## src/hdl/two_tone_wavetable_synth_unit_assert.svh

```systemverilog
// Assertion macros for the two-tone synthesizer RTL.
`ifndef TWO_TONE_WAVETABLE_SYNTH_UNIT_ASSERT_SVH
`define TWO_TONE_WAVETABLE_SYNTH_UNIT_ASSERT_SVH

`ifndef SYNTHESIS
`define TTS_ASSERT_IMP(lbl, clk, rst_n, ante, cons) \
	lbl: assert property (@(posedge clk) disable iff (!rst_n) (ante) |-> (cons)) \
		else $error("two-tone synth: assertion failed");
`define TTS_ASSERT_NXT(lbl, clk, rst_n, ante, cons) \
	lbl: assert property (@(posedge clk) disable iff (!rst_n) (ante) |=> (cons)) \
		else $error("two-tone synth: assertion failed");
`else
`define TTS_ASSERT_IMP(lbl, clk, rst_n, ante, cons)
`define TTS_ASSERT_NXT(lbl, clk, rst_n, ante, cons)
`endif

`endif

```

## src/hdl/tts_queue.sv

```systemverilog
// Small register FIFO between the front and back halves.
`default_nettype none

module tts_queue #(
	parameter int WIDTH = 29,
	parameter int DEPTH = 4
) (
	input  wire logic                       clk,
	input  wire logic                       arst_n,
	input  wire logic                       push,
	input  wire logic [WIDTH-1:0]           push_data,
	input  wire logic                       pop,
	output logic      [WIDTH-1:0]           pop_data,
	output logic      [$clog2(DEPTH+1)-1:0] count
);
	localparam int PTR_W = $clog2(DEPTH);
	localparam int CNT_W = $clog2(DEPTH + 1);
	localparam logic [PTR_W-1:0] PTR_LAST = PTR_W'(DEPTH - 1);

	logic [WIDTH-1:0] entry_q [DEPTH];
	logic [PTR_W-1:0] wr_ptr_q;
	logic [PTR_W-1:0] rd_ptr_q;
	logic [CNT_W-1:0] count_q;

	assign pop_data = entry_q[rd_ptr_q];
	assign count    = count_q;

	always_ff @(posedge clk or negedge arst_n) begin
		if (!arst_n) begin
			wr_ptr_q <= '0;
			rd_ptr_q <= '0;
			count_q  <= '0;
		end else begin
			if (push)
				wr_ptr_q <= (wr_ptr_q == PTR_LAST) ? '0 : wr_ptr_q + PTR_W'(1);
			if (pop)
				rd_ptr_q <= (rd_ptr_q == PTR_LAST) ? '0 : rd_ptr_q + PTR_W'(1);
			if (push && !pop)
				count_q <= count_q + CNT_W'(1);
			else if (pop && !push)
				count_q <= count_q - CNT_W'(1);
		end
	end

	always_ff @(posedge clk) begin
		if (push)
			entry_q[wr_ptr_q] <= push_data;
	end
endmodule

`default_nettype wire

```

## config.mk

```make
export PLATFORM = sky130hd
export DESIGN_NAME = tts_queue
export DESIGN_NICKNAME = d
export VERILOG_FILES = /design/src/hdl/two_tone_wavetable_synth_unit_assert.svh /design/src/hdl/tts_queue.sv
export SDC_FILE = /design/constraint.sdc
export NUM_CORES = 1
export LEC_CHECK = 0
export BUFFER_PORTS_ARGS = -buffer_cell sky130_fd_sc_hd__clkbuf_2
export CORE_MARGIN = 8
export CORE_UTILIZATION = 35
export CTS_BUF_LIST = sky130_fd_sc_hd__clkbuf_8
export DETAILED_ROUTE_END_ITERATION = 10
export PLACE_DENSITY = 0.64
export SLEW_MARGIN = 20
export SYNTH_ARGS = -nofsm -noshare
export SYNTH_HDL_FRONTEND = slang
export SYNTH_SLANG_ARGS = --single-unit
```

## constraint.sdc

```tcl
create_clock -name clk -period 1.7 [get_ports clk]
set_input_delay 0.085 -clock clk [delete_from_list [all_inputs] [get_ports clk]]
set_output_delay 0.085 -clock clk [all_outputs]
set_load 0.05 [all_outputs]
```

Word level (Yosys, flattened, before mapping)
Memory sizes are Yosys's and may differ from the RTL's.
Cells that the tools add are included.

cells by class
  add/subtract/negate cells = 4
  equal/unequal tests = 2
  multiplexer cells = 6
  reductions and logical operators = 5

operators by type and width
  kind                   count
  $mux W3                2
  $add A2 B1 Y2 const B  2
  $eq A2 B2 Y1 const B   2
  $mux W2                2
  $add A3 B1 Y3 const B  1
  $sub A3 B1 Y3 const B  1
  $logic_and A1 B1 Y1    2
  $logic_not A1 Y1       2
  $mux W1                2
  $reduce_bool A2 Y1     1

word-level totals
  register bits after elaboration = 7
  bits in writable memories = 116
  input bits = 33
  memories kept = 1

memory list
  name     depth  width  rd ports  clocked after memory_dff  wr ports  RTL line         source
  entry_q  4      29     1         0                         1         tts_queue.sv:20  logic [WIDTH-1:0] entry_q [DEPTH];

Depth between registers and ports, before layout
  depth in word-level cells = 4
  gate-level depth with buffers = 7

Worst setup path before layout
Ideal clock, no wire load.

  kind = register to register
  start point = reg wr_ptr_q[0]
  end point = mem entry_q[2][0], enable pin
  arrival time = 1.344 ns
  data required time = 1.311 ns
  slack = -0.032 ns
  cell stages (with the launch flop) = 4
  period minus slack after synthesis = 1.732 ns
  cell sequence = dfrtp_1 inv_1 ha_1 and2_1

RTL lines
  element                 RTL line         source
  from (decl)             tts_queue.sv:21  logic [PTR_W-1:0] wr_ptr_q;
  from (signal assigned)  tts_queue.sv:35  wr_ptr_q <= (wr_ptr_q == PTR_LAST) ? '0 : wr_ptr_q + PTR_W'(1);
  to (decl)               tts_queue.sv:20

Straight into the memory's write port.

Worst setup path in the final report
  start point = reg rd_ptr_q[0]
  end point = out pop_data[16]

on the way
  cells in the longest elaborated chain, start to end = 1

ends and longest elaborated chain
  element                 RTL line         source
  from (decl)             tts_queue.sv:22  logic [PTR_W-1:0] rd_ptr_q;
  from (signal assigned)  tts_queue.sv:37  rd_ptr_q <= (rd_ptr_q == PTR_LAST) ? '0 : rd_ptr_q + PTR_W'(1);
  $mem_v2 Z4 W29          n/a
  to (decl)               tts_queue.sv:13  output logic [WIDTH-1:0] pop_data,

Every way passes these cells.

==> impl_metrics.csv <==
group,metric,value,unit
status,outcome,"complete, but fails checks",
status,violations,"setup timing",
synth,synth_cell_type_count,18,
die,coreArea,13030,sq um
finish,finish.utilization,48.13,%
pwr,total_power,11.80,mW
finish,seq_area,3661,sq um
placement,dp_hpwl,5180,microns
drt,post_drt_wl_per_cell,16.84,microns
global_routing,grt_start_max_net_pins,30,
synth,avgSynthCellArea,24.67,sq um
sta,hold_viol,0,
sta,worst_slew_margin_rel,68.25,%
worst_setup_path,start_kind,"flop",
placement,dp_slack,39.04,ps
cts,clock_path_buffers,2,
sta,setup_violations,29,
sta,fin_crit_sh,109.2,%
global_routing,grt_pass1_wl,13210,microns
drt,wl_met1,3589,microns
sta,finalWorstPathRequiredPeriod,1857,ps
sta,tightest_slew,476.2,ps
die,die_w,130.5,microns
drt,vias,2231,
sta,setup_ws,-157.1,ps
placement,io_buffers,64,
placement,place_congestion,0.6524,
cts,clock-sinks,123,
worst_hold_path,min_path_type,"in2async",
die,core.rowCount,42,
cts,root_buffer,"clkbuf_8",
worst_setup_path,path_class,"reg2out",
cts,cts_tree,"yes",
die,die_y,130.5,microns
worst_setup_path,critPathArrivalTime,1770,ps
sta,hold_slack,51.03,ps
die,pin_count,65,
cts,clk-insertion-delay-late,400,ps
cts,clkTransAtPathRegs,70,ps
worst_setup_path,cp_max_fo,9,
finish,multiInputGateArea,865.8,sq um
die,start_util,35.21,%
finish,antenna_cells,0,
worst_setup_path,rr_worst_depth,2,
placement,placed_cells,432,
finish,drive_gt1_share,44.14,%
synth,ys_warn_count,0,
drt,drc,0,
drt,routed.top_layer,"met4",
pwr,power_density,1881,nW/um^2
finish,area_growth,36.71,%
synth,netlist_area,4588,sq um
synth,ys_ff_latch,123,
drt,antenna_left,0,
synth,synthArstFlopShare,5.691,%
synth,synth_edf_count,116,
pwr,leakagePower,2.255,nW
cts,cts_buffers,17,
finish,instances_no_fill,500,
drt,drt_first_iter_violations,133,
sta,report.final.slew_viol_count,0,
finish,nFillCells,1104,
worst_setup_path,end_kind,"output pin",
global_routing,grt.overflow.total,0,
drt,wl_met3,383,microns
finish,nets,351,
drt,drtPass1Iterations,4,
drt,finalWirelength,8418,microns
cts,htree_levels,4,
synth,seq_area_frac_synth,79.74,%
worst_setup_path,required,1620,ps
sta,skew,4.736,ps
die,die_area,17030,sq um
synth,synth_nets,226,
flow_run,maxCapViolCount,0,
drt,vias_per_cell,4.462,
global_routing,antenna_found_initial,0,
global_routing,grtUsageTotal,10.79,%
pwr,vdd_drop_max,1.011,mV
sta,fmax,0.5385,GHz
drt,routed-wl-met2,4320,microns
global_routing,grt_pass1_vias,2540,
sta,rsz0062_at_grt,"yes",
synth,synth_cells,186,
synth,synth_ff_type,"edfxtp_1",
-- area by class of cell --
type | instances | area share, %
sequential | 123 | 58.37
inverter | 5 | 0.2992
tap | 176 | 3.511
clock inverter | 15 | 1.496
multi-input combinational | 52 | 13.80
timing repair buffer | 112 | 18.79
clock buffer | 17 | 3.730
-- registers in the layout, indices dropped and copies added (netlist names) --
name	cells
count	3
entry_q	116
rd_ptr_q	2
wr_ptr_q	2
-- cells by family after synthesis --
| kind of cell | share of synthesized area, % |
|---|---|
| flops | 79.74 |
| mux | 15.05 |
| buf+inv | 1.445 |
| simple gates | 0.8997 |
| fa+ha+maj | 2.073 |
| xor+xnor | 0.5728 |
| compound gates | 0.2182 |
-- cell usage after synthesis, types with 2 or more instances --
cell,number,area [sq um]
and2_1,4,25.02
buf_2,2,10.01
buf_6,3,33.78
dfrtp_1,7,175.2
edfxtp_1,116,3483
ha_1,6,75.07
inv_1,5,18.77
mux2_2,3,33.78
mux4_2,28,630.6
nor2_1,2,7.510
o21ai_0,2,10.01
xor2_1,2,17.52
-- cells in the final DEF (no fill, tap or decap), drive strengths merged --
master and count:
and2 4, buf 43, bufinv 1, clkbuf 54
clkinv 9, clkinvlp 1, dfrtp 7, dlygate4sd3 32
edfxtp 116, fa 1, ha 6, inv 9
mux2 3, mux4 29, nand2 1, nand3 1
nor2 2, o21ai 2, xnor2 1, xor2 2
-- repair_timing --
item / in CTS / in global routing
endpoints found under the setup margin: 29 / 58
resized for setup: 65 / 28
setup buffers: 3 / 0
gates cloned: 1 / 0
hold buffers: 32 / 0
endpoints found under the hold margin: 127 / 0
-- per-stage QoR --
stage | TNS (ps) | cell area, sq um
after detailed placement | 0 | 5241
final | -3742 | 6272
after CTS | -5294 | 6237
after floorplan | 0 | 4592
after global routing | -6222 | 6272
after global placement | 0 | 5241
-- where the power goes --
group          internal (mW)  switching [mW]  leakage [nW]
Clock                   1.10            1.01         0.186
Combinational           2.53            3.11         0.923
Sequential              3.91           0.154          1.15
Total                   7.53            4.27          2.25
-- routing by layer --
| metal | GRT usage [%] | up-vias |
|---|---|---|
| li1 | - | 1027 |
| met1 | 12.00 | 1139 |
| met2 | 18.28 | 49 |
| met3 | 3.896 | 16 |
| met4 | 4.794 | 0 |
| met5 | 0 | - |
-- critical path, cell delays in order (launching register included) --
cell	delay, ps
dfrtp_2	380
buf_12	130
buf_12	140
mux4_2	540
buf_8	170
-- final timing paths --
| check | start | to | slack [ps] |
|---|---|---|---|
| worst max-delay path | rd_ptr_q[0]$_DFFE_PN0P_ | pop_data[16] | -160 |
| worst min-delay path | arst_n | count[2]$_DFFE_PN0P_ | 50 |
| worst max register to register | wr_ptr_q[0]$_DFFE_PN0P_ | entry_q[3][12]$_DFFE_PP_ | 300 |
| worst min register to register | count[2]$_DFFE_PN0P_ | count[2]$_DFFE_PN0P_ | 470 |
| max in group asynchronous | arst_n | rd_ptr_q[0]$_DFFE_PN0P_ | 1450 |
| min in group clk | push_data[10] | entry_q[1][10]$_DFFE_PP_ | 430 |
Note: power is estimated with default switching activity, not from simulation.
