==> src/hdl/two_tone_wavetable_synth_unit_assert.svh <==
// Assertion macros for the two-tone synthesizer RTL.
`ifndef TWO_TONE_WAVETABLE_SYNTH_UNIT_ASSERT_SVH
`define TWO_TONE_WAVETABLE_SYNTH_UNIT_ASSERT_SVH

`ifndef SYNTHESIS
`define TTS_ASSERT_IMP(lbl, clk, rst_n, ante, cons) \
	lbl: assert property (@(posedge clk) disable iff (!rst_n) (ante) |-> (cons)) \
		else $error("two-tone synth: assertion failed");
`define TTS_ASSERT_NXT(lbl, clk, rst_n, ante, cons) \
	lbl: assert property (@(posedge clk) disable iff (!rst_n) (ante) |=> (cons)) \
		else $error("two-tone synth: assertion failed");
`else
`define TTS_ASSERT_IMP(lbl, clk, rst_n, ante, cons)
`define TTS_ASSERT_NXT(lbl, clk, rst_n, ante, cons)
`endif

`endif

==> src/hdl/tts_pkg.sv <==
// Types, constants and sine table generator for the two-tone synthesizer.
`default_nettype none

package tts_pkg;

	localparam int VOL_W     = 12;
	localparam int CODE_W    = 12;
	localparam int STEP_W    = 26;
	localparam int SAMPLE_W  = 16;
	localparam int SUM_W     = SAMPLE_W + 1;
	localparam int PROD_W    = SUM_W + VOL_W + 1;
	localparam int CFG_IDX_W = 4;
	localparam int OUT_SHIFT = 17;

	localparam logic [CODE_W-1:0] MID_CODE = CODE_W'(2048);

	localparam logic [CFG_IDX_W-1:0] REG_STEP_A = CFG_IDX_W'(0);
	localparam logic [CFG_IDX_W-1:0] REG_STEP_B = CFG_IDX_W'(1);

	localparam int QUEUE_DEPTH = 4;
	localparam int Q_CNT_W     = $clog2(QUEUE_DEPTH + 1);

	// Q30 angle constants and Taylor denominators (2k)(2k+1)
	localparam int          Q_BITS       = 30;
	localparam logic [63:0] Q_TWO_PI     = 64'd6746518852;
	localparam logic [63:0] Q_PI         = 64'd3373259426;
	localparam logic [63:0] Q_HALF_PI    = 64'd1686629713;
	localparam logic [63:0] AMPLITUDE    = 64'd32767;
	localparam int          TAYLOR_TERMS = 12;
	localparam logic [63:0] TAYLOR_DEN [TAYLOR_TERMS] = '{
		64'd6, 64'd20, 64'd42, 64'd72, 64'd110, 64'd156,
		64'd210, 64'd272, 64'd342, 64'd420, 64'd506, 64'd600
	};

	typedef struct packed {
		logic signed [SUM_W-1:0] tone_sum;
		logic [VOL_W-1:0]        volume_level;
	} tts_work_t;

	typedef struct packed {
		logic fill_done;
		logic red_busy;
		logic s1_valid;
	} tts_front_stat_t;

	// Elaboration-time only: sine sample for a Q30 angle in [0, 2*pi)
	function automatic logic signed [SAMPLE_W-1:0] sine_from_angle(input logic [63:0] ang);
		logic [63:0] a;
		logic [63:0] x2;
		logic [63:0] term;
		logic [63:0] acc;
		logic [63:0] mag;
		logic        neg;
		a = ang;
		neg = 1'b0;
		if (a >= Q_PI) begin
			a = a - Q_PI;
			neg = 1'b1;
		end
		if (a > Q_HALF_PI)
			a = Q_PI - a;
		x2 = (a * a) >> Q_BITS;
		term = a;
		acc = a;
		for (int k = 1; k <= TAYLOR_TERMS; k++) begin
			term = ((term * x2) >> Q_BITS) / TAYLOR_DEN[k-1];
			if (k[0])
				acc = (acc >= term) ? acc - term : 64'd0;
			else
				acc = acc + term;
		end
		mag = (AMPLITUDE * acc) >> Q_BITS;
		if (mag > AMPLITUDE)
			mag = AMPLITUDE;
		return neg ? -SAMPLE_W'(mag) : SAMPLE_W'(mag);
	endfunction

endpackage

`default_nettype wire

==> src/hdl/tts_out_if.sv <==
// DAC sample channel: one code per beat.
`default_nettype none

interface tts_out_if import tts_pkg::*; ();
	logic              valid;
	logic              ready;
	logic [CODE_W-1:0] dac_code;

	modport source (output valid, output dac_code, input ready);
	modport sink (input valid, input dac_code, output ready);
endinterface

`default_nettype wire

==> src/hdl/tts_back.sv <==
// Back half: volume multiply, floor shift, offset to DAC code, output register.
`default_nettype none

module tts_back import tts_pkg::*; (
	input  wire logic               clk,
	input  wire logic               arst_n,
	input  wire logic [Q_CNT_W-1:0] q_count,
	input  wire tts_work_t          q_data,
	output logic                    pop,
	tts_out_if.source               sample_out
);
	logic                     prod_valid_s2;
	logic signed [PROD_W-1:0] prod_s2;
	logic signed [PROD_W-1:0] scaled;
	logic                     out_valid_q;
	logic [CODE_W-1:0]        dac_q;
	logic                     out_free;
	logic                     prod_adv;

	assign out_free = !out_valid_q || sample_out.ready;
	assign prod_adv = !prod_valid_s2 || out_free;
	assign pop      = (q_count != '0) && prod_adv;
	assign scaled   = prod_s2 >>> OUT_SHIFT;

	always_ff @(posedge clk or negedge arst_n) begin
		if (!arst_n) begin
			prod_valid_s2 <= 1'b0;
			out_valid_q   <= 1'b0;
		end else begin
			if (prod_adv)
				prod_valid_s2 <= pop;
			if (out_free)
				out_valid_q <= prod_valid_s2;
		end
	end

	always_ff @(posedge clk) begin
		if (pop)
			prod_s2 <= q_data.tone_sum * $signed({1'b0, q_data.volume_level});
		if (out_free && prod_valid_s2)
			dac_q <= CODE_W'(scaled) + MID_CODE;
	end

	assign sample_out.valid    = out_valid_q;
	assign sample_out.dac_code = dac_q;
endmodule

`default_nettype wire

==> src/flat_wrapper.sv <==
// flat-port wrapper written by rule: the top's interface ports become plain ports
module tts_back_flat import tts_pkg::*;
  (clk, arst_n, q_count, q_data, pop, sample_out_valid, sample_out_dac_code, sample_out_ready);
  tts_out_if sample_out_i ();
  input  wire logic clk;
  input  wire logic arst_n;
  input  wire logic [Q_CNT_W-1:0] q_count;
  input  wire tts_work_t q_data;
  output logic pop;
  output wire logic [$bits(sample_out_i.valid)-1:0] sample_out_valid;
  output wire logic [$bits(sample_out_i.dac_code)-1:0] sample_out_dac_code;
  input wire logic [$bits(sample_out_i.ready)-1:0] sample_out_ready;
  assign sample_out_valid = sample_out_i.valid;
  assign sample_out_dac_code = sample_out_i.dac_code;
  assign sample_out_i.ready = sample_out_ready;
  tts_back u_core (.clk(clk), .arst_n(arst_n), .q_count(q_count), .q_data(q_data), .pop(pop), .sample_out(sample_out_i));
endmodule
==> config.mk <==
export PLATFORM = sky130hd
export DESIGN_NAME = tts_back_flat
export DESIGN_NICKNAME = d
export VERILOG_FILES = /design/src/hdl/two_tone_wavetable_synth_unit_assert.svh /design/src/hdl/tts_pkg.sv /design/src/hdl/tts_out_if.sv /design/src/hdl/tts_back.sv /design/src/flat_wrapper.sv
export SDC_FILE = /design/constraint.sdc
export NUM_CORES = 1
export LEC_CHECK = 0
export ABC_AREA = 1
export BUFFER_PORTS_ARGS = -buffer_cell sky130_fd_sc_hd__buf_2
export CAP_MARGIN = 20
export CORE_UTILIZATION = 40
export DETAILED_ROUTE_END_ITERATION = 16
export PLACE_DENSITY_LB_ADDON = 0.3
export SLEW_MARGIN = 10
export SYNTH_ARGS = -nofsm -noshare
export SYNTH_HDL_FRONTEND = slang
export SYNTH_SLANG_ARGS = --single-unit
==> constraint.sdc <==
create_clock -name clk -period 2.45 [get_ports clk]
set_clock_uncertainty 0.15 [all_clocks]
set_input_delay 0.49 -clock clk [delete_from_list [all_inputs] [get_ports clk]]
set_output_delay 0.49 -clock clk [all_outputs]
set_load 0.01 [all_outputs]
Word-level counts from Yosys, hierarchy flattened
Cells that the tools add are included.
{"block": "totals", "reg_bits": 43, "in_bits": 35, "output_inout_bits": 14}
{"block": "classes", "addsub": 1, "mul": 1, "reduce_logical": 7}
{"operator": "17-bit by 13-bit multiplier with 29-bit output", "n": 1}
{"operator": "12-bit adder, second input constant", "n": 1}
{"operator": "3-bit nonzero test", "n": 1}
{"operator": "1-bit logical AND", "n": 2}
{"operator": "1-bit logical NOT", "n": 2}
{"operator": "1-bit logical OR", "n": 2}

Depth between registers and ports, before layout
Gate-level depths: netlist of the first run.
{"block": "logic_depth", "depth_word": 4, "depth_mapped": 26}

Worst setup path before layout of the first run
Ideal clock, no wire load.
{"block": "synth_timing", "path_kind": "input port to flip-flop", "from": "in q_data[3] (netlist name)", "to": "reg u_core.prod_s2[28] (data pin)", "setup_ns": 0.252, "arrival_ns": 5.094, "required_ns": 2.048, "path_slack_ns": -3.046, "stages": 22, "path_buffers": 2, "cell_sequence": "clkbuf_1 > clkbuf_1 > nand2_1 > fa_1 > inv_1 > fa_1 > inv_1 > fa_1 > inv_1 > fa_1 > inv_1 > fa_1 > inv_1 > ha_1 > a21oi_1 > inv_1 > o21ai_0 > nand2_1 > a21oi_1 > nand2_1 > nand2_1 > nand2_1"}
{"block": "synth_via", "elab_chain_len": 1}
{"element": "from (decl)", "line_no": "flat_wrapper.sv:8", "source": "input wire tts_work_t q_data;"}
{"element": "17-bit by 13-bit multiplier with 29-bit output", "line_no": "tts_back.sv:39", "source": "prod_s2 <= q_data.tone_sum * $signed({1'b0, q_data.volume_level});"}
{"element": "to (signal assigned)", "line_no": "tts_back.sv:39"}
{"element": "to (decl)", "line_no": "tts_back.sv:13", "source": "logic signed [PROD_W-1:0] prod_s2;"}
Every way passes these cells.
A chain may end at the register's enable or synchronous reset.

Worst setup path after layout of the first run
{"block": "layout_timing", "from": "in q_data[3] (netlist name)", "to": "reg u_core.prod_s2[24] (data pin)"}
The elaborated chain is that of the path after synthesis.

==> results of run 1 <==
==> kinds of logic after synthesis <==
kind of cell             share of synthesized area
adder cells (fa/ha/maj)                      0.515
AO/OA/AOI/OAI                               0.0295
XOR/XNOR                                   0.00708
flip-flops                                  0.0890
buffers and inverters                        0.177
AND/OR/NAND/NOR                              0.183
==> what timing repair did <==
action	CTS	global route
endpoints found under the setup margin	12	12
resized for setup	157	70
pin swaps	78	73
hold endpoints to repair	2	0
buffers inserted	7	2
gates cloned	2	0
hold buffers	1	0
==> flip-flops by register name (all words and copies together) (netlist names) <==
| register | count |
|---|---|
| u_core.sample_out.valid | 1 |
| u_core.prod_valid_s2 | 1 |
| u_core.sample_out.dac_code | 12 |
| u_core.prod_s2 | 12 |
==> through the flow <==
step	setup TNS, ns	instances	setup WS [ns]	utilization	hold WS [ns]
after floorplan	-29.12	1121	-2.62	-	0.0444
after global placement	-31.73	1498	-2.81	0.482	0.126
after detailed placement	-32.22	1498	-2.81	0.482	0.128
after CTS	-26.84	1512	-2.30	0.519	0.274
after global routing	-28.63	1513	-2.47	0.530	0.278
final	-26.59	1513	-2.28	0.530	0.271
==> final timing paths <==
| kind | from | endpoint | slack [ns] | cells after the start |
|---|---|---|---|---|
| worst max-delay path | q_data[3] | u_core.prod_s2[24]$_DFFE_PP_ | -2.28 | 22 |
| worst min-delay path | u_core.prod_s2[18]$_DFFE_PP_ | u_core.sample_out.dac_code[1]$_DFFE_PP_ | 0.27 | 0 |
| worst max register to register | u_core.sample_out.valid$_DFFE_PN0N_ | u_core.prod_s2[24]$_DFFE_PP_ | 1.09 | 4 |
| worst min register to register | u_core.prod_s2[18]$_DFFE_PP_ | u_core.sample_out.dac_code[1]$_DFFE_PP_ | 0.27 | 0 |
| max in group asynchronous | arst_n | u_core.prod_valid_s2$_DFFE_PN0P_ | 1.65 | 2 |
| min in group asynchronous | arst_n | u_core.sample_out.valid$_DFFE_PN0N_ | 0.40 | 2 |
==> critical path, cell delays in order <==
cell and delay [ns]:
buf_12 0.11, buf_12 0.13, nand2_1 0.05, inv_1 0.05, fa_1 0.49, inv_1 0.05
fa_1 0.50, inv_1 0.05, fa_1 0.48, fa_1 0.50, inv_1 0.05, fa_1 0.49
inv_2 0.05, ha_4 0.32, nand2_4 0.09, buf_4 0.14, nor3_4 0.18, nand2_1 0.08
nor2_2 0.12, nor2_2 0.05, nand3_1 0.06, nand2_1 0.06
==> Yosys cell counts, drive strengths merged <==
| library cell | count | area [um2] |
|---|---|---|
| inv | 365 | 1370 |
| nand2 | 314 | 1200 |
| fa | 184 | 3680 |
| ha | 62 | 776 |
| clkbuf | 39 | 146 |
| nor2 | 34 | 138 |
| a21oi | 26 | 130 |
| edfxtp | 24 | 721 |
| nand3 | 20 | 100 |
| o21ai | 16 | 80.1 |
| nand4 | 8 | 50.1 |
| nor3 | 7 | 46.3 |
| xor2 | 4 | 35.0 |
| xnor2 | 3 | 26.3 |
| and2 | 2 | 12.5 |
| buf | 2 | 12.5 |
| dfrtp | 2 | 50.1 |
| nor4 | 2 | 25.0 |
| o21bai | 2 | 15.0 |
| a21boi | 1 | 7.51 |
| a21o | 1 | 7.51 |
| nand2b | 1 | 6.26 |
| o21a | 1 | 7.51 |
| o31ai | 1 | 7.51 |
==> cell type report <==
type	count	area (um2)
Tap cell	275	344
Clock buffer	3	75.1
Multi-Input combinational cell	689	7270
Sequential cell	26	771
Inverter	365	1380
Clock inverter	1	30.0
Fill cell	1995	9920
Timing Repair Buffer	154	1310
==> layer usage <==
layer	part of all wire	vias to the layer above	GRT usage
li1	-	3396	-
met1	0.41	3515	0.258
met2	0.53	139	0.383
met3	0.038	28	0.0141
met4	0.018	0	0.0444
met5	0	-	0
==> flow_summary.ini, run 1 <==
[status]
status = finished, violations left
violations = negative setup slack

[sta]
setup_viol = 12
slew_headroom = 0.768
fmax_mhz = 211
worst_slack_ns = -2.28
hold_viol_final = 0
fin_crit_sh = 1.93
tightest_slew_ns = 0.348
rsz0062_at_grt = true
drv_slew = 0
period_needed_ns = 4.73

[floorplan]
rows = 53
io_pins = 49
core_area_mm2 = 0.0211
die_area_mm2 = 0.0222
chipHeight_um = 149
initial_core_util = 0.411
die_x_um = 149

[synth]
synth_nets = 1402
syn_inst = 1121
synth.distinct_cells = 32
syn_avg_cell_area_um2 = 7.72
synthesis.area_mm2 = 0.00866
ys_ff_latch = 26
ys_warn_count = 0
synth_seq_area_share = 0.0890

[routing]
drt-pass1-iter-count = 5
drtIter0Drc = 323
postRouteAntennaNets = 0
drc = 0
vias = 7078
drt-total-wl_mm = 20.9
wire_per_inst_um = 13.8
via_per_inst = 4.68

[final_layout]
drive_gt1_frac = 0.277
fin_nets = 1520
antenna_cells = 0
final_common_cell = inv_1
syn_to_final_growth_pct = 29.1
final_cell_area_mm2 = 0.0112
final_cell_mix = 328 x inv_1, 258 x nand2_1, 179 x fa_1, 93 x buf_4, 40 x ha_1

[clocking]
clockBufferDepth = 2
root_buffer = clkbuf_16
clk_pin_slew_ns = 0.06
cts_tree = done
cts.htree.levels = 1
insertion_delay_ns = 0.26
numCtsBuffers = 3
cts.sinks = 26

[global_routing]
grt_pass1_wl_mm = 36.2
grt_antenna_before_repair = 0
grt_pass1_vias = 7720
track_usage = 0.205
overflow = 0
grt_max_degree = 16

[setup_path]
path_max_fanout = 5
critPathRequiredTime_ns = 2.31
start_kind = primary input
arrival_ns = 4.60
end_kind = register
critPathKind = in -> reg

[placement]
dpl.hpwl_mm = 18.0
place.gp.congestion = 0.863
portBuffers = 48
place_area_mm2 = 0.0102

[min_path]
hold_path.class = reg -> reg

[job]
drv_cap = 0
Power of run 1 is not shown: default switching activity piles up to over one toggle a cycle in this logic, so the estimate is an artifact.
==> inputs of run 2 (changes only) <==
- ABC_AREA: 1 -> not set
==> flow_summary.ini, run 2 <==
[setup_path]
reg2reg_to = u_core.sample_out.dac_code[5]$_DFFE_PP_
start_kind = primary input
r2r_slack_ns = 1.00
rr_worst_depth = 2
critPathRequiredTime_ns = 2.30
arrival_ns = 4.78
critPathBufInv = 5
worst_path_most_repeated_cell = fa_1
r2r-start = u_core.sample_out.valid$_DFFE_PN0N_
critPathKind = in -> reg
end_kind = register
crit_path_top_delay_cell = fa_2
crit_family = adder cells
path_max_fanout = 7
path_cells = buf_12, buf_6, nand2_4, fa_1, inv_1, fa_2, inv_2, fa_1, inv_1, fa_1, fa_1, ha_4, and3_4, and2b_1, nand3_2, a211oi_4, or3_1, nand3_1
critPathMaxStageDelay_ns = 0.63

[global_routing]
overflow = 0
grt_pass1_vias = 6921
grtUsageMet1 = 0.236
met3_usage = 0.0152
grt-busiest-layer = met2
grt_pass1_wl_mm = 32.7
track_usage = 0.203
grt_use_met2 = 0.402
grt_antenna_before_repair = 0
grt_max_degree = 15

[job]
drv_cap = 0

[synth]
synth_area_leaders = fa_1 45%, inv_1 11%, ha_1 9.6%
ys_warn_count = 0
synthArstFlopShare = 0.0769
synth_edf_count = 24
synth_flop_cell = edfxtp_1
synth_top_cell_by_area = fa_1
synthesis.area_mm2 = 0.00810
ys_ff_latch = 26
synth_commonest_cells = 231 x inv_1, 184 x fa_1, 124 x nand2_1, 95 x and2_1, 62 x ha_1
yosysMostFrequentCell = inv_1
synth_top_area_share = 0.455
synth_seq_area_share = 0.0952
synth_nets = 1154
synth.distinct_cells = 49
syn_inst = 873
syn_avg_cell_area_um2 = 9.28

[status]
violations = negative setup slack
status = finished, violations left

[clocking]
cts_tree = done
clk_pin_slew_ns = 0.06
root_buffer = clkbuf_16
numCtsBuffers = 3
clockBufferDepth = 2
insertion_delay_ns = 0.26
cts.sinks = 26
cts.htree.levels = 1

[min_path]
hold_path.class = reg -> reg
min_from = u_core.prod_s2[19]$_DFFE_PP_
min_path_cells = 0
min_to = u_core.sample_out.dac_code[2]$_DFFE_PP_

[floorplan]
initial_core_util = 0.412
die_area_mm2 = 0.0208
rows = 51
chipHeight_um = 144
die_x_um = 144
io_pins = 49
core_area_mm2 = 0.0197

[final_layout]
final_common_cell = inv_1
drive_gt1_frac = 0.273
syn_to_final_growth_pct = 28.6
fin_util = 0.530
final_cell_mix = 217 x inv_1, 176 x fa_1, 116 x nand2_1, 115 x buf_4, 80 x and2_1
antenna_cells = 0
fin_nets = 1302
final_cell_area_mm2 = 0.0104

[placement]
dpl.hpwl_mm = 16.0
place.gp.congestion = 0.865
portBuffers = 48
place_area_mm2 = 0.00964

[sta]
holdWs_ns = 0.267
fin_crit_sh = 2.01
period_needed_ns = 4.93
worst_slack_ns = -2.48
drv_slew = 0
hold_viol_final = 0
tightest_slew_ns = 0.528
setup_viol = 12
fmax_mhz = 203
setup_tns_ns = -28.79
rsz0062_at_grt = true
slew_headroom = 0.648

[routing]
drt-pass1-iter-count = 4
drt-total-wl_mm = 18.7
via_per_inst = 4.74
wire_per_inst_um = 14.5
postRouteAntennaNets = 0
vias = 6089
drtIter0Drc = 234
drc = 0
run 2: cell types whose count changed after synthesis, moves of 6 or more:
| cell | delta |
|---|---|
| o21ai_0 | -7 |
| a21oi_1 | -9 |
| and2_1 | +93 |
| nand2_2 | -6 |
| clkbuf_1 | -7 |
| nand3_1 | -16 |
| xnor2_1 | +12 |
| nor2_1 | -17 |
| inv_1 | -132 |
| nand2_1 | -182 |
run 2: layout make-up:
class | count | area (um2)
sequential | 26 | 771
timing repair buffer | 176 | 1550
multi-input combinational | 583 | 6810
tap | 265 | 332
clock buffer | 4 | 78.8
inverter | 231 | 867
fill | 1819 | 9240
run 2: logic make-up after synthesis:
| family | count (synthesis) | synth area share |
|---|---|---|
| and+or+nand+nor | 262 | 0.160 |
| DFF | 26 | 0.0952 |
| AOI/OAI and AO/OA | 57 | 0.0519 |
| adders and majority gates | 246 | 0.551 |
| buffers and inverters | 264 | 0.123 |
| xor gates and xnor gates | 18 | 0.0195 |
run 2: worst max-delay path by stage:
stage	startpoint	endpoint	slack [ns]	depth (start not counted)
floorplan	q_data[28]	u_core.prod_s2[26]$_DFFE_PP_	-2.65	17
global placement	q_data[2]	u_core.prod_s2[24]$_DFFE_PP_	-3.07	18
detailed placement	q_data[2]	u_core.prod_s2[24]$_DFFE_PP_	-3.13	18
CTS	q_data[2]	u_core.prod_s2[24]$_DFFE_PP_	-2.49	19
global route	q_data[8]	u_core.prod_s2[22]$_DFFE_PP_	-2.69	19
finish	q_data[3]	u_core.prod_s2[26]$_DFFE_PP_	-2.48	18
run 2: per-stage QoR:
stage | setup slack, ns | cells
floorplan | -2.65 | 873
global placement | -3.07 | 1268
detailed placement | -3.13 | 1268
CTS | -2.49 | 1281
global route | -2.69 | 1285
finish | -2.48 | 1285
run 2: routing by layer:
layer / routed length (um) / vias to the layer above / share of wire
met3: 326 / 22 / 0.017
met2: 10400 / 70 / 0.56
li1: - / 2854 / -
met4: 354 / 0 / 0.019
met5: 0 / - / 0
met1: 7570 / 3143 / 0.41
run 2: timing repair:
action	CTS	global route
pin swaps	63	40
buffers inserted	6	4
hold buffers	1	0
hold endpoints to repair	2	0
gates resized for setup	99	48
setup endpoints to repair	12	12
gates cloned	2	0
Power of run 2 is left out for the same reason.
==> inputs of run 3 (changes only) <==
- clock period: 2.45 -> 5.5 ns (I/O delays scaled with it)
==> flow_summary.ini, run 3 (synthesis results as in run 2) <==
[min_path]
hold_path.class = reg -> reg

[routing]
via_per_inst = 4.74
drtIter0Drc = 199
wire_per_inst_um = 14.5
vias = 6079
drc = 0
drt-pass1-iter-count = 4
drt-total-wl_mm = 18.6
postRouteAntennaNets = 0

[setup_path]
path_cells = buf_12, buf_12, buf_4, nand2_2, fa_1, inv_1, fa_1, fa_1, fa_1, inv_1, fa_1, inv_2, ha_4, a21o_4, nor4_4, o21bai_4, a32oi_2, a211oi_2
critPathMaxStageDelay_ns = 0.55
worst_path_most_repeated_cell = fa_1
start_kind = primary input
r2r_slack_ns = 4.06
path_max_fanout = 5
critPathKind = in -> reg
end_kind = register
arrival_ns = 5.40
critPathRequiredTime_ns = 5.35
crit_path_top_delay_cell = fa_1

[clocking]
cts_tree = done
cts_hold_buf = 0
cts.htree.levels = 1
clk_pin_slew_ns = 0.06
insertion_delay_ns = 0.26
cts.sinks = 26
root_buffer = clkbuf_16
numCtsBuffers = 3
clockBufferDepth = 2

[floorplan]
die_x_um = 144
chipHeight_um = 144
die_area_mm2 = 0.0208
io_pins = 49
rows = 51
initial_core_util = 0.412
core_area_mm2 = 0.0197

[final_layout]
fin_nets = 1299
drive_gt1_frac = 0.280
syn_to_final_growth_pct = 27.4
antenna_cells = 0
final_common_cell = inv_1
final_cell_mix = 211 x inv_1, 178 x fa_1, 116 x nand2_1, 114 x buf_4, 79 x and2_1

[sta]
drv_slew = 0
period_needed_ns = 5.55
rsz0062_at_grt = true
slew_headroom = 0.652
fmax_mhz = 180
fin_crit_sh = 1.01
setup_tns_ns = -0.152
hold_viol_final = 0
setup_viol = 6
tightest_slew_ns = 0.522
worst_slack_ns = -0.0502

[global_routing]
grt_antenna_before_repair = 0
grt_pass1_vias = 6744
overflow = 0
grt_max_degree = 15
track_usage = 0.196
grt_pass1_wl_mm = 31.7

[status]
status = finished, violations left
violations = negative setup slack

[placement]
place.gp.congestion = 0.857
dpl.hpwl_mm = 16.2
portBuffers = 48

[job]
drv_cap = 0
-- run 3: cell count changes in the layout (fill, tap and decap cells not counted), moves of 3 or more --
cell     delta
a21oi_1     -3
a21oi_2     +3
buf_12      -3
inv_1       -6
inv_2       +6
o21ai_0     -3
o21ai_1     +3
-- run 3: final cells by class --
cell class	count	area (um2)
flip-flops and latches	26	771
inverters	231	867
multi-input cells	583	6810
clock buffers	3	75.1
clock inverters	1	3.75
fillers	1871	9340
well taps	265	332
repair buffers	173	1460
-- run 3: final timing paths --
path / to / depth (start not counted) / from
max in group asynchronous: u_core.prod_valid_s2$_DFFE_PN0P_ / 1 / arst_n
min in group asynchronous: u_core.sample_out.valid$_DFFE_PN0N_ / 1 / arst_n
worst min-delay path: u_core.sample_out.dac_code[10]$_DFFE_PP_ / 0 / u_core.prod_s2[27]$_DFFE_PP_
worst max-delay path: u_core.prod_s2[24]$_DFFE_PP_ / 18 / q_data[20]
worst max register to register: u_core.sample_out.dac_code[1]$_DFFE_PP_ / 2 / u_core.sample_out.valid$_DFFE_PN0N_
worst min register to register: u_core.sample_out.dac_code[10]$_DFFE_PP_ / 0 / u_core.prod_s2[27]$_DFFE_PP_
-- run 3: metrics by stage --
| stage | hold WS (ns) | util | cells | setup WS, ns | area (um2) |
|---|---|---|---|---|---|
| after floorplan | 0.250 | - | 873 | -0.208 | 8420 |
| after global placement | 0.254 | 0.492 | 1268 | -0.576 | 9660 |
| after detailed placement | 0.258 | 0.492 | 1268 | -0.643 | 9660 |
| after CTS | 0.270 | 0.516 | 1279 | -0.0707 | 10100 |
| after global routing | 0.278 | 0.525 | 1282 | -0.198 | 10300 |
| final | 0.269 | 0.525 | 1282 | -0.0502 | 10300 |
-- run 3: routing by layer --
metal,vias up,GRT usage,wire (um)
met5,-,0,0
met4,0,0.0399,461
met3,26,0.00828,326
met2,67,0.392,10400
met1,3134,0.227,7410
li1,2852,-,-
-- run 3: timing repair --
action | CTS | global route
setup endpoints to repair | 12 | 12
gates cloned | 0 | 1
setup buffers | 7 | 2
resized for setup | 88 | 51
pin swaps | 58 | 46
endpoints found under the hold margin | 0 | 0
-- run 3: worst max-delay path: cells and delay by family --
kind	cells	cell delay [ns]
AO/OA/AOI/OAI	4	0.67
buffers and inverters	6	0.48
adder cells (fa/ha/maj)	6	2.74
AND/OR/NAND/NOR	2	0.41
Power of run 3 is left out for the same reason.
